`config.mk`:
```
export PLATFORM = sky130hd
export DESIGN_NAME = sequencer_run_mode_stepper
export DESIGN_NICKNAME = d
export VERILOG_FILES = /design/src/design/srms_pkg.sv /design/src/design/sequencer_run_mode_stepper.sv /design/src/design/srms_mod_unit.sv
export SDC_FILE = /design/constraint.sdc
export NUM_CORES = 1
export LEC_CHECK = 0
export ABC_AREA = 1
export BUFFER_PORTS_ARGS = -buffer_cell sky130_fd_sc_hd__buf_2
export CORE_ASPECT_RATIO = 1.2
export CORE_MARGIN = 1
export CORE_UTILIZATION = 60
export CTS_CLUSTER_SIZE = 30
export DETAILED_ROUTE_END_ITERATION = 7
export PLACE_DENSITY = 0.79
export SETUP_SLACK_MARGIN = 0.3
export SLEW_MARGIN = 5
export SYNTH_ARGS = -nofsm -noshare
export SYNTH_HDL_FRONTEND = slang
export SYNTH_SLANG_ARGS = --single-unit
```
`constraint.sdc`:
```
create_clock -name clk_i -period 9.98 [get_ports clk_i]
set_input_delay 0.499 -clock clk_i [delete_from_list [all_inputs] [get_ports clk_i]]
set_output_delay 0.499 -clock clk_i [all_outputs]
set_load 0.03 [all_outputs]
```
`src/design/srms_pkg.sv`:
```
package srms_pkg;

  localparam int MaxStepsDef = 32;
  localparam int WordW       = 32;
  localparam int HistW       = 15;
  localparam int OutPosW     = 5;
  localparam int OutDataW    = 8;
  localparam int RunModeW    = 4;
  localparam int NumStepsW   = 6;
  localparam int CfgAddrW    = 1;
  localparam int CfgDataW    = 6;

  // register indexes
  localparam logic [CfgAddrW-1:0] RegRunMode  = 1'd0;
  localparam logic [CfgAddrW-1:0] RegNumSteps = 1'd1;

  // run modes
  localparam logic [RunModeW-1:0] ModeFwd      = 4'd0;
  localparam logic [RunModeW-1:0] ModeFwd2     = 4'd1;
  localparam logic [RunModeW-1:0] ModeFwd3     = 4'd2;
  localparam logic [RunModeW-1:0] ModeFwd4     = 4'd3;
  localparam logic [RunModeW-1:0] ModeRev      = 4'd4;
  localparam logic [RunModeW-1:0] ModePingPong = 4'd5;
  localparam logic [RunModeW-1:0] ModePendulum = 4'd6;
  localparam logic [RunModeW-1:0] ModeBrownian = 4'd7;
  localparam logic [RunModeW-1:0] ModeRandom   = 4'd8;
  localparam logic [RunModeW-1:0] ModeRandom2  = 4'd9;

  // history windows, one per mode family
  localparam logic [HistW-1:0] BaseFwd      = 15'h1000;
  localparam logic [HistW-1:0] BaseRev      = 15'h2000;
  localparam logic [HistW-1:0] BasePingPong = 15'h3000;
  localparam logic [HistW-1:0] BasePendulum = 15'h4000;
  localparam logic [HistW-1:0] BaseBrownian = 15'h5000;
  localparam logic [HistW-1:0] BaseRandom   = 15'h6000;
  localparam logic [HistW-1:0] WinSpan      = 15'h0FFF;

  localparam logic [HistW-1:0] SeedRev      = 15'h2001;
  localparam logic [HistW-1:0] SeedPingPong = 15'h3002;
  localparam logic [HistW-1:0] SeedPendulum = 15'h4002;

  typedef enum logic [1:0] {
    ST_IDLE,
    ST_DIV,
    ST_CALC,
    ST_PUSH
  } state_e;

endpackage

```
`src/design/sequencer_run_mode_stepper.sv`:
```
// Step-position advancer for a step sequencer. Each transaction on the slave stream is one
// clock event carrying a 32-bit random word; the block answers with exactly one transaction on
// the master stream holding the new step position and a boundary flag. An event is accepted,
// then reduced in the bit-serial remainder unit (32 shift-subtract steps, then its done flag;
// word modulo the step count, or modulo 3 in brownian mode), then the position and history
// are updated, then the output register is loaded; s_axis_tready is low meanwhile, so no new
// event is taken before the last is through. The result waits in the output register, so a
// stalled consumer only holds up the next event once its result is ready. The user must write
// run_mode and num_steps through the cfg port only while idle; the block does not enforce it.
module sequencer_run_mode_stepper import srms_pkg::*; #(
  parameter int MAX_STEPS = MaxStepsDef
) (
  input  logic                clk_i,
  input  logic                rst_ni,
  input  logic                cfg_we_i,
  input  logic [CfgAddrW-1:0] cfg_addr_i,
  input  logic [CfgDataW-1:0] cfg_wdata_i,
  input  logic                s_axis_tvalid,
  output logic                s_axis_tready,
  input  logic [WordW-1:0]    s_axis_tdata,   // [31:0] random_word
  output logic                m_axis_tvalid,
  input  logic                m_axis_tready,
  output logic [OutDataW-1:0] m_axis_tdata    // [4:0] step_position, [5] boundary_crossed
);

  localparam int PW = $clog2(MAX_STEPS);
  localparam int NW = $clog2(MAX_STEPS + 1);
  localparam int CW = (NW > NumStepsW) ? NW : NumStepsW;
  localparam int EW = NW + 1;

  state_e state_q, state_d;

  logic [RunModeW-1:0]  run_mode_q;
  logic [NumStepsW-1:0] num_steps_q;
  logic [PW-1:0]        pos_q;
  logic [HistW-1:0]     hc_q;
  logic [OutPosW-1:0]   res_pos_q;
  logic                 res_cross_q;
  logic                 m_valid_q;
  logic [OutDataW-1:0]  m_data_q;

  logic [CW-1:0] steps_ext;
  logic [NW-1:0] n_w;
  logic [NW-1:0] divisor;
  logic [NW-1:0] rem;
  logic          div_done;
  logic          in_accept;
  logic          load_out;

  logic [EW-1:0]    pos_e, n_e, pos_inc, pos_dec, n_m1, n_m2, pos_nxt;
  logic [HistW-1:0] base, seed, hc_s, hc_m1, hc_m2, hc_nxt;
  logic [HistW-1:0] passes;
  logic             crossed;

  assign in_accept = s_axis_tvalid && s_axis_tready;

  // clamp the step count to 1..MAX_STEPS
  assign steps_ext = CW'(num_steps_q);
  always_comb begin
    if (steps_ext == '0) begin
      n_w = NW'(1);
    end else if (steps_ext > CW'(MAX_STEPS)) begin
      n_w = NW'(MAX_STEPS);
    end else begin
      n_w = NW'(steps_ext);
    end
  end

  assign divisor = (run_mode_q == ModeBrownian) ? NW'(3) : n_w;

  srms_mod_unit #(
    .DivW(NW)
  ) u_mod (
    .clk_i     (clk_i),
    .rst_ni    (rst_ni),
    .start_i   (in_accept),
    .dividend_i(s_axis_tdata),
    .divisor_i (divisor),
    .done_o    (div_done),
    .rem_o     (rem)
  );

  // config writes
  always_ff @(posedge clk_i or negedge rst_ni) begin
    if (!rst_ni) begin
      run_mode_q  <= ModeFwd;
      num_steps_q <= NumStepsW'(16);
    end else if (cfg_we_i) begin
      case (cfg_addr_i)
        RegRunMode:  run_mode_q  <= cfg_wdata_i[RunModeW-1:0];
        RegNumSteps: num_steps_q <= cfg_wdata_i[NumStepsW-1:0];
        default: ;
      endcase
    end
  end

  // history window of the current mode, re-seeded when foreign
  always_comb begin
    passes = HistW'(1);
    case (run_mode_q)
      ModeRev: begin
        base = BaseRev;
        seed = SeedRev;
      end
      ModePingPong: begin
        base = BasePingPong;
        seed = SeedPingPong;
      end
      ModePendulum: begin
        base = BasePendulum;
        seed = SeedPendulum;
      end
      ModeBrownian: begin
        base = BaseBrownian;
        seed = BaseBrownian + HistW'(n_w);
      end
      ModeRandom, ModeRandom2: begin
        base = BaseRandom;
        seed = BaseRandom + HistW'(n_w);
      end
      ModeFwd, ModeFwd2, ModeFwd3, ModeFwd4: begin
        passes = HistW'(run_mode_q) + HistW'(1);
        base   = BaseFwd;
        seed   = BaseFwd + passes;
      end
      default: begin
        base = BaseFwd;
        seed = BaseFwd + passes;
      end
    endcase
  end

  assign hc_s  = (hc_q < base + HistW'(1) || hc_q > base + WinSpan) ? seed : hc_q;
  assign hc_m1 = hc_s - HistW'(1);
  assign hc_m2 = hc_s - HistW'(2);

  assign pos_e   = EW'(pos_q);
  assign n_e     = EW'(n_w);
  assign pos_inc = pos_e + EW'(1);
  assign pos_dec = pos_e - EW'(1);
  assign n_m1    = n_e - EW'(1);
  assign n_m2    = n_e - EW'(2);

  // position and history update
  always_comb begin
    pos_nxt = pos_e;
    hc_nxt  = hc_s;
    crossed = 1'b0;
    case (run_mode_q)
      ModeRev: begin
        if (pos_e == '0) begin
          pos_nxt = n_m1;
          hc_nxt  = hc_m1;
          crossed = (hc_m1 <= base);
        end else begin
          pos_nxt = pos_dec;
        end
      end
      ModePingPong: begin
        if (!hc_s[0]) begin
          if (pos_inc >= n_e) begin
            pos_nxt = n_m1;
            hc_nxt  = hc_m1;
          end else begin
            pos_nxt = pos_inc;
          end
        end else if (pos_e == '0) begin
          pos_nxt = '0;
          hc_nxt  = hc_m1;
          crossed = (hc_m1 <= base);
        end else begin
          pos_nxt = pos_dec;
        end
      end
      ModePendulum: begin
        if (!hc_s[0]) begin
          if (pos_inc >= n_e) begin
            // one or two steps: turn-round lands on 0 and the back phase is skipped
            if (n_e <= EW'(2)) begin
              pos_nxt = '0;
              hc_nxt  = hc_m2;
              crossed = (hc_m2 <= base);
            end else begin
              pos_nxt = n_m2;
              hc_nxt  = hc_m1;
            end
          end else begin
            pos_nxt = pos_inc;
          end
        end else if (pos_e <= EW'(1)) begin
          pos_nxt = '0;
          hc_nxt  = hc_m1;
          crossed = (hc_m1 <= base);
        end else begin
          pos_nxt = pos_dec;
        end
      end
      ModeBrownian: begin
        case (rem[1:0])
          2'd0: begin
            if (pos_e == '0) begin
              pos_nxt = n_m1;
            end else begin
              pos_nxt = (pos_dec >= n_e) ? '0 : pos_dec;
            end
          end
          2'd2: pos_nxt = (pos_inc >= n_e) ? '0 : pos_inc;
          default: pos_nxt = (pos_e >= n_e) ? '0 : pos_e;
        endcase
        hc_nxt  = hc_m1;
        crossed = (hc_m1 <= base);
      end
      ModeRandom, ModeRandom2: begin
        pos_nxt = EW'(rem);
        hc_nxt  = hc_m1;
        crossed = (hc_m1 <= base);
      end
      default: begin
        if (pos_inc >= n_e) begin
          pos_nxt = '0;
          hc_nxt  = hc_m1;
          crossed = (hc_m1 <= base);
        end else begin
          pos_nxt = pos_inc;
        end
      end
    endcase
  end

  // sequencer
  always_ff @(posedge clk_i or negedge rst_ni) begin
    if (!rst_ni) begin
      state_q <= ST_IDLE;
    end else begin
      state_q <= state_d;
    end
  end

  always_comb begin
    state_d       = state_q;
    s_axis_tready = 1'b0;
    load_out      = 1'b0;
    case (state_q)
      ST_IDLE: begin
        s_axis_tready = 1'b1;
        if (s_axis_tvalid) begin
          state_d = ST_DIV;
        end
      end
      ST_DIV: begin
        if (div_done) begin
          state_d = ST_CALC;
        end
      end
      ST_CALC: begin
        state_d = ST_PUSH;
      end
      ST_PUSH: begin
        if (!m_valid_q || m_axis_tready) begin
          load_out = 1'b1;
          state_d  = ST_IDLE;
        end
      end
      default: state_d = ST_IDLE;
    endcase
  end

  always_ff @(posedge clk_i or negedge rst_ni) begin
    if (!rst_ni) begin
      pos_q <= '0;
      hc_q  <= '0;
    end else if (state_q == ST_CALC) begin
      pos_q <= PW'(pos_nxt);
      hc_q  <= hc_nxt;
    end
  end

  always_ff @(posedge clk_i) begin
    if (state_q == ST_CALC) begin
      res_pos_q   <= OutPosW'(pos_nxt);
      res_cross_q <= crossed;
    end
    if (load_out) begin
      m_data_q <= OutDataW'({res_cross_q, res_pos_q});
    end
  end

  // output register
  always_ff @(posedge clk_i or negedge rst_ni) begin
    if (!rst_ni) begin
      m_valid_q <= 1'b0;
    end else if (load_out) begin
      m_valid_q <= 1'b1;
    end else if (m_axis_tready) begin
      m_valid_q <= 1'b0;
    end
  end

  assign m_axis_tvalid = m_valid_q;
  assign m_axis_tdata  = m_data_q;

endmodule

```
`src/design/srms_mod_unit.sv`:
```
module srms_mod_unit import srms_pkg::*; #(
  parameter int DivW = 6
) (
  input  logic             clk_i,
  input  logic             rst_ni,
  input  logic             start_i,
  input  logic [WordW-1:0] dividend_i,
  input  logic [DivW-1:0]  divisor_i,
  output logic             done_o,
  output logic [DivW-1:0]  rem_o
);

  localparam int CntW = $clog2(WordW);

  logic             busy_q, busy_d;
  logic             done_q, done_d;
  logic [CntW-1:0]  cnt_q, cnt_d;
  logic [WordW-1:0] sh_q, sh_d;
  logic [DivW-1:0]  div_q, div_d;
  logic [DivW-1:0]  rem_q, rem_d;
  logic [DivW:0]    trial;
  logic [DivW:0]    diff;

  // one restoring step per cycle, msb of the dividend first
  assign trial = {rem_q, sh_q[WordW-1]};
  assign diff  = trial - {1'b0, div_q};

  always_comb begin
    busy_d = busy_q;
    done_d = 1'b0;
    cnt_d  = cnt_q;
    sh_d   = sh_q;
    div_d  = div_q;
    rem_d  = rem_q;
    if (start_i) begin
      busy_d = 1'b1;
      cnt_d  = CntW'(WordW - 1);
      sh_d   = dividend_i;
      div_d  = divisor_i;
      rem_d  = '0;
    end else if (busy_q) begin
      sh_d  = {sh_q[WordW-2:0], 1'b0};
      rem_d = (trial >= {1'b0, div_q}) ? diff[DivW-1:0] : trial[DivW-1:0];
      cnt_d = cnt_q - 1'b1;
      if (cnt_q == '0) begin
        busy_d = 1'b0;
        done_d = 1'b1;
      end
    end
  end

  always_ff @(posedge clk_i or negedge rst_ni) begin
    if (!rst_ni) begin
      busy_q <= 1'b0;
      done_q <= 1'b0;
      cnt_q  <= '0;
    end else begin
      busy_q <= busy_d;
      done_q <= done_d;
      cnt_q  <= cnt_d;
    end
  end

  always_ff @(posedge clk_i) begin
    sh_q  <= sh_d;
    div_q <= div_d;
    rem_q <= rem_d;
  end

  assign done_o = done_q;
  assign rem_o  = rem_q;

endmodule

```
**Yosys cells after proc, flatten, opt, wreduce, memory -nomap -nowiden**

Index checks and enable logic that the tools add are counted.

- Magnitude comparators: 11
- $add $sub $neg: 14
- Reductions and logical operators: 18
- Equal/unequal tests: 16
- Multiplexer cells: 57
- Bitwise operators: 1

Operator list:

| cell | number |
|---|---|
| two-way mux 15 bit | 10 |
| one-hot mux 15 bit (6 select lines) | 1 |
| one-hot mux 15 bit (5 select lines) | 1 |
| two-way mux 5 bit | 14 |
| two-way mux 32 bit | 2 |
| one-hot mux 15 bit (4 select lines) | 1 |
| <= comparator 15 bit | 2 |
| one-hot mux 5 bit (5 select lines) | 1 |
| two-way mux 1 bit | 18 |
| two-way mux 6 bit | 3 |
| == test 4 x 3 -> 1 bit (second input constant) | 4 |
| adder 14 x 7 -> 15 bit (first input constant) | 1 |
| adder 15 x 1 -> 15 bit (second input constant) | 1 |
| adder 15 x 12 -> 15 bit (second input constant) | 1 |
| adder 15 x 6 -> 15 bit (first input constant) | 1 |
| > comparator 15 bit | 1 |
| less-than comparator 15 bit | 1 |
| subtractor 15 x 1 -> 15 bit (second input constant) | 1 |
| subtractor 15 x 2 -> 15 bit (second input constant) | 1 |
| adder 13 x 5 -> 14 bit (first input constant) | 1 |
| greater-or-equal comparator 7 x 6 -> 1 bit | 2 |
| one-hot mux 5 bit (2 select lines) | 1 |
| subtractor 5 x 1 -> 5 bit (second input constant) | 2 |
| == test 4 x 2 -> 1 bit (second input constant) | 2 |
| other kinds (34) | 44 |

- Register bits after elaboration: 96
- Logic and storage cells: 132
- Output and inout bits: 10

**Longest topological paths before layout**

- Word-level depth: 13
- Gate-level depth with buffers: 33
- Depth with buffers taken out: 31

**Hierarchy**

From an unflattened synthesis, not the netlist that was laid out.

- Cells, all modules: 1220
- Area total of the unflattened synthesis: 8293.0 µm²

By module, submodules not included:

| module | times used | sequential area each (µm²) | area each (µm²) | cells an instance |
|---|---|---|---|---|
| sequencer_run_mode_stepper | 1 | 1187.4 | 5774.3 | 949 |
| srms_mod_unit | 1 | 1436.4 | 2518.7 | 271 |

**Worst setup path before layout**

No wires, ideal clock.

- Kind: reg-to-reg
- From: reg run_mode_q[1]
- To: reg res_cross_q (data pin)
- Path slack: 5.661 ns
- Cell stages (with the launch flop): 30
- Arrival time: 4.066 ns
- Cell sequence: dfrtp_1 -> ha_1 -> inv_1 -> nor2_4 -> inv_1 -> nand2_1 -> nor2_1 -> ha_1 -> nand2_1 -> nand2_1 -> nor2_1 -> nand2_1 -> nand2_1 -> nor2_2 -> buf_2 -> nand4_2 -> nand2_2 -> buf_4 -> buf_2 -> ha_1 -> nand3_2 -> nor2_4 -> nand3_1 -> nand2_1 -> inv_1 -> ha_1 -> nand3_1 -> o21ai_0 -> nand3_1 -> nand2_1

- Word-level cells in the longest chain between the ends: 13
- Elaborated cells between the ends (all ways): 35
- Those cells by class: 6 x add/sub; 4 x order compare; 9 x eq/ne; 11 x mux; 5 x reduce/logical

Ends and longest elaborated chain:

| what | RTL line | RTL |
|---|---|---|
| start: declaration | sequencer_run_mode_stepper.sv:33 | `logic [RunModeW-1:0] run_mode_q;` |
| start signal: assignment | sequencer_run_mode_stepper.sv:86 | `run_mode_q <= ModeFwd;` |
| start signal: assignment | sequencer_run_mode_stepper.sv:90 | `RegRunMode: run_mode_q <= cfg_wdata_i[RunModeW-1:0];` |
| == test 4 bit | sequencer_run_mode_stepper.sv:100, sequencer_run_mode_stepper.sv:149 |  |
| OR reduction 2 bit | sequencer_run_mode_stepper.sv:100, sequencer_run_mode_stepper.sv:149 |  |
| one-hot mux 15 bit (5 select lines) | sequencer_run_mode_stepper.sv:100 | `case (run_mode_q)` |
| adder 15 x 1 -> 15 bit / adder 15 x 12 -> 15 bit (equally long branches) | sequencer_run_mode_stepper.sv:133 | `assign hc_s = (hc_q < base + HistW'(1) \|\| hc_q > base + WinSpan) ? seed : hc_q;` |
| less-than comparator 15 bit / > comparator 15 bit (equally long branches) | sequencer_run_mode_stepper.sv:133 |  |
| logical OR 1 bit | sequencer_run_mode_stepper.sv:133 |  |
| two-way mux 15 bit | sequencer_run_mode_stepper.sv:133 |  |
| subtractor 15 x 2 -> 15 bit | sequencer_run_mode_stepper.sv:135 | `assign hc_m2 = hc_s - HistW'(2);` |
| <= comparator 15 bit | sequencer_run_mode_stepper.sv:182 | `crossed = (hc_m2 <= base);` |
| two-way mux 1 bit | sequencer_run_mode_stepper.sv:179 | `if (n_e <= EW'(2)) begin` |
| two-way mux 1 bit | sequencer_run_mode_stepper.sv:177 | `if (pos_inc >= n_e) begin` |
| two-way mux 1 bit | sequencer_run_mode_stepper.sv:176 | `if (!hc_s[0]) begin` |
| one-hot mux 1 bit (4 select lines) * | sequencer_run_mode_stepper.sv:149 | `case (run_mode_q)` |
| net crossed | sequencer_run_mode_stepper.sv:53 | `logic crossed;` |
| end signal: assignment | sequencer_run_mode_stepper.sv:281 | `res_cross_q <= crossed;` |
| end: declaration | sequencer_run_mode_stepper.sv:38 | `logic res_cross_q;` |

Mark *: on every way through the listed nets, which the timed path passes. The rest lies on a longest branch.
A chain may end at the register's enable or synchronous reset.

**Worst setup path in the final report**

Ends and elaborated chain as after synthesis.

==> results.json <==
{
  "status": "completed",
  "seq_area_frac_synth": 0.322,
  "final_common_cell": "nand2_1",
  "gp_congestion": 0.956,
  "synth_area_per_cell_um2": 6.92,
  "clk_path_buf_depth": 2,
  "drc_errors": 0,
  "relSlewSlack": 0.320,
  "skew_ps": 11.4,
  "drv_slew": 0,
  "cts.sinks": 96,
  "p_leak_uw": 0.00456,
  "ant_nets": 0,
  "grt_pass1_wl_um": 37200,
  "diodes": 0,
  "timing.max_cap.violations": 0,
  "slowest_delay_ps": 540,
  "cts_hold_repair.buffers": 0,
  "rrSetupSlack_ps": 4440,
  "start_util": 0.616,
  "async_flop_share": 0.417,
  "first_iter_violations": 707,
  "max_slew.worst_pin.slew_ps": 1020,
  "synth_area_um2": 8150,
  "antenna_found_initial": 0,
  "yosys.area.top_type_share": 0.184,
  "slowest_stage": "nor2_2",
  "period_needed_ps": 5540,
  "p_per_area_nw_per_um2": 367,
  "dieWidth_um": 108,
  "required_ps": 10080,
  "die_y_um": 130,
  "worstSkewPairLatency_ps": 340,
  "clk_pin_slew_ps": 80,
  "grt_max_degree": 41,
  "post_cts_buffers": 0,
  "r2r_cells": 28,
  "tns_ps": 0,
  "ios": 54,
  "cts_tree": "built",
  "hold_class": "in2async",
  "port_buffers": 51,
  "drive_above_1_share": 0.115,
  "coreArea_um2": 13200,
  "grt_pass1_vias": 7534,
  "hpwl_um": 16900,
  "crit_path_end_kind": "flip-flop",
  "gr-total-overflow": 0,
  "synth.largest_area_cell": "edfxtp_1",
  "yosys_warnings": 0,
  "die_area_um2": 14100,
  "total_power_uw": 3240,
  "htreeDepth": 3,
  "critPathKind": "reg2reg",
  "rows": 46,
  "synthTopCellsByArea": "edfxtp_1 (18%), nand2_1 (17%), dfrtp_1 (12%)",
  "routed_via_density": 5.75,
  "wire_per_inst_um": 16.6,
  "cpMostUsedCell": "nand2_1",
  "synth_edf_count": 50,
  "synth-seq-cells": 96,
  "fin_crit_sh": 0.555,
  "cts_root_buf": "clkbuf_16",
  "synth_flop_cell": "edfxtp_1",
  "hold_viol": 0,
  "cts_buffers": 9,
  "track_usage": 0.342,
  "arrival_ps": 5640,
  "crit_path_max_fanout": 31,
  "post_cts_resized": 0,
  "nets": 1312,
  "critPathLaunchType": "flip-flop",
  "final_cell_mix": "nand2_1 (374), inv_1 (167), nand3_1 (91)",
  "irDropWorstVdd_v": 0.000201,
  "synthToLayoutAreaGrowth_pct": 8.13,
  "setup_violations": 0,
  "drt-total-wl_um": 23100,
  "r2r-start": "run_mode_q[1]$_DFFE_PN0P_",
  "rsz0062_at_grt": "no",
  "vias": 7997,
  "drtPass1Iterations": 5,
  "r2r_end": "res_cross_q$_DFFE_PP_",
  "synthCells": 1178,
  "max_freq_mhz": 181,
  "ys_types": 53
}
worst max-delay path: cells and delay by family (launching register included):
kind / cells / cell delay, ps
adder cells (fa/ha/maj): 4 / 1280
flip-flops: 1 / 430
AO/OA/AOI/OAI: 1 / 90
AND/OR/NAND/NOR: 20 / 3170
buffers and inverters: 3 / 310
layout make-up:
cell class	instances	area (µm²)
Multi-Input combinational cell	876	4710
Fill cell	1208	4420
Sequential cell	96	2620
Inverter	176	663
Timing Repair Buffer	58	308
Clock buffer	9	225
Tap cell	168	210
Clock inverter	7	76.3
Yosys cell counts, types with 10 or more instances:
library cell and number:
a21oi_1 41, ha_1 50, o21ai_0 67, a31oi_1 13, nor2_1 79, inv_1 167, o21ai_1 13, clkbuf_1 22
nand3_1 91, dfrtp_1 39, nand2_4 11, edfxtp_1 50, nor2_2 11, nand4_1 16, o2111ai_1 10, nand2_1 374
per-stage QoR:
| step | instances | utilization | hold WS (ps) | area, µm² | setup slack [ps] |
|---|---|---|---|---|---|
| 3_3_place_gp | 1374 | 0.643 | 401 | 8510 | 4720 |
| 3_5_place_dp | 1374 | 0.643 | 405 | 8510 | 4600 |
| 5_1_grt | 1390 | 0.666 | 402 | 8820 | 4030 |
| 6_report | 1390 | 0.666 | 326 | 8820 | 4440 |
| 4_1_cts | 1390 | 0.666 | 354 | 8820 | 4550 |
| 2_1_floorplan | 1179 | - | 203 | 8160 | 5660 |
report_power, final:
group / internal [µW] / leakage (µW) / total [µW] / switching, µW
logic: 662 / 0.00336 / 2130 / 1460
clock network: 179 / 0.000149 / 345 / 166
registers: 639 / 0.00105 / 767 / 128
total: 1480 / 0.00456 / 3240 / 1760
state kept, by name (all words and copies together), names as in the netlist, 2 cells and up:
signal        count
u_mod.cnt_q       5
u_mod.sh_q       32
hc_q             15
u_mod.div_q       6
m_axis_tdata      6
u_mod.rem_o       6
pos_q             5
num_steps_q       6
res_pos_q         5
run_mode_q        4
state_q           2
cell families after synthesis:
kind of cell,count (synthesis),synth area share
compound gates,182,0.132
xor+xnor,11,0.0118
fa+ha+maj,51,0.0792
buf+inv,207,0.101
flops,96,0.322
other cells,1,0.000460
simple gates,630,0.354
per-layer routing:
| metal | track usage | vias to the layer above | wire, µm |
|---|---|---|---|
| li1 | - | 3942 | - |
| met1 | 0.427 | 3635 | 9590 |
| met2 | 0.572 | 348 | 10800 |
| met3 | 0.0509 | 72 | 1660 |
| met4 | 0.179 | 0 | 1010 |
| met5 | 0 | - | 0 |
how the worst max path moves through the flow:
stage / startpoint / end / slack, ps
finish: run_mode_q[1]$_DFFE_PN0P_ / res_cross_q$_DFFE_PP_ / 4440
global route: run_mode_q[1]$_DFFE_PN0P_ / res_cross_q$_DFFE_PP_ / 4030
CTS: run_mode_q[1]$_DFFE_PN0P_ / res_cross_q$_DFFE_PP_ / 4550
detailed placement: run_mode_q[1]$_DFFE_PN0P_ / res_cross_q$_DFFE_PP_ / 4600
global placement: run_mode_q[1]$_DFFE_PN0P_ / res_cross_q$_DFFE_PP_ / 4720
floorplan: run_mode_q[1]$_DFFE_PN0P_ / res_cross_q$_DFFE_PP_ / 5660
Note: power is estimated with default switching activity, not from simulation.
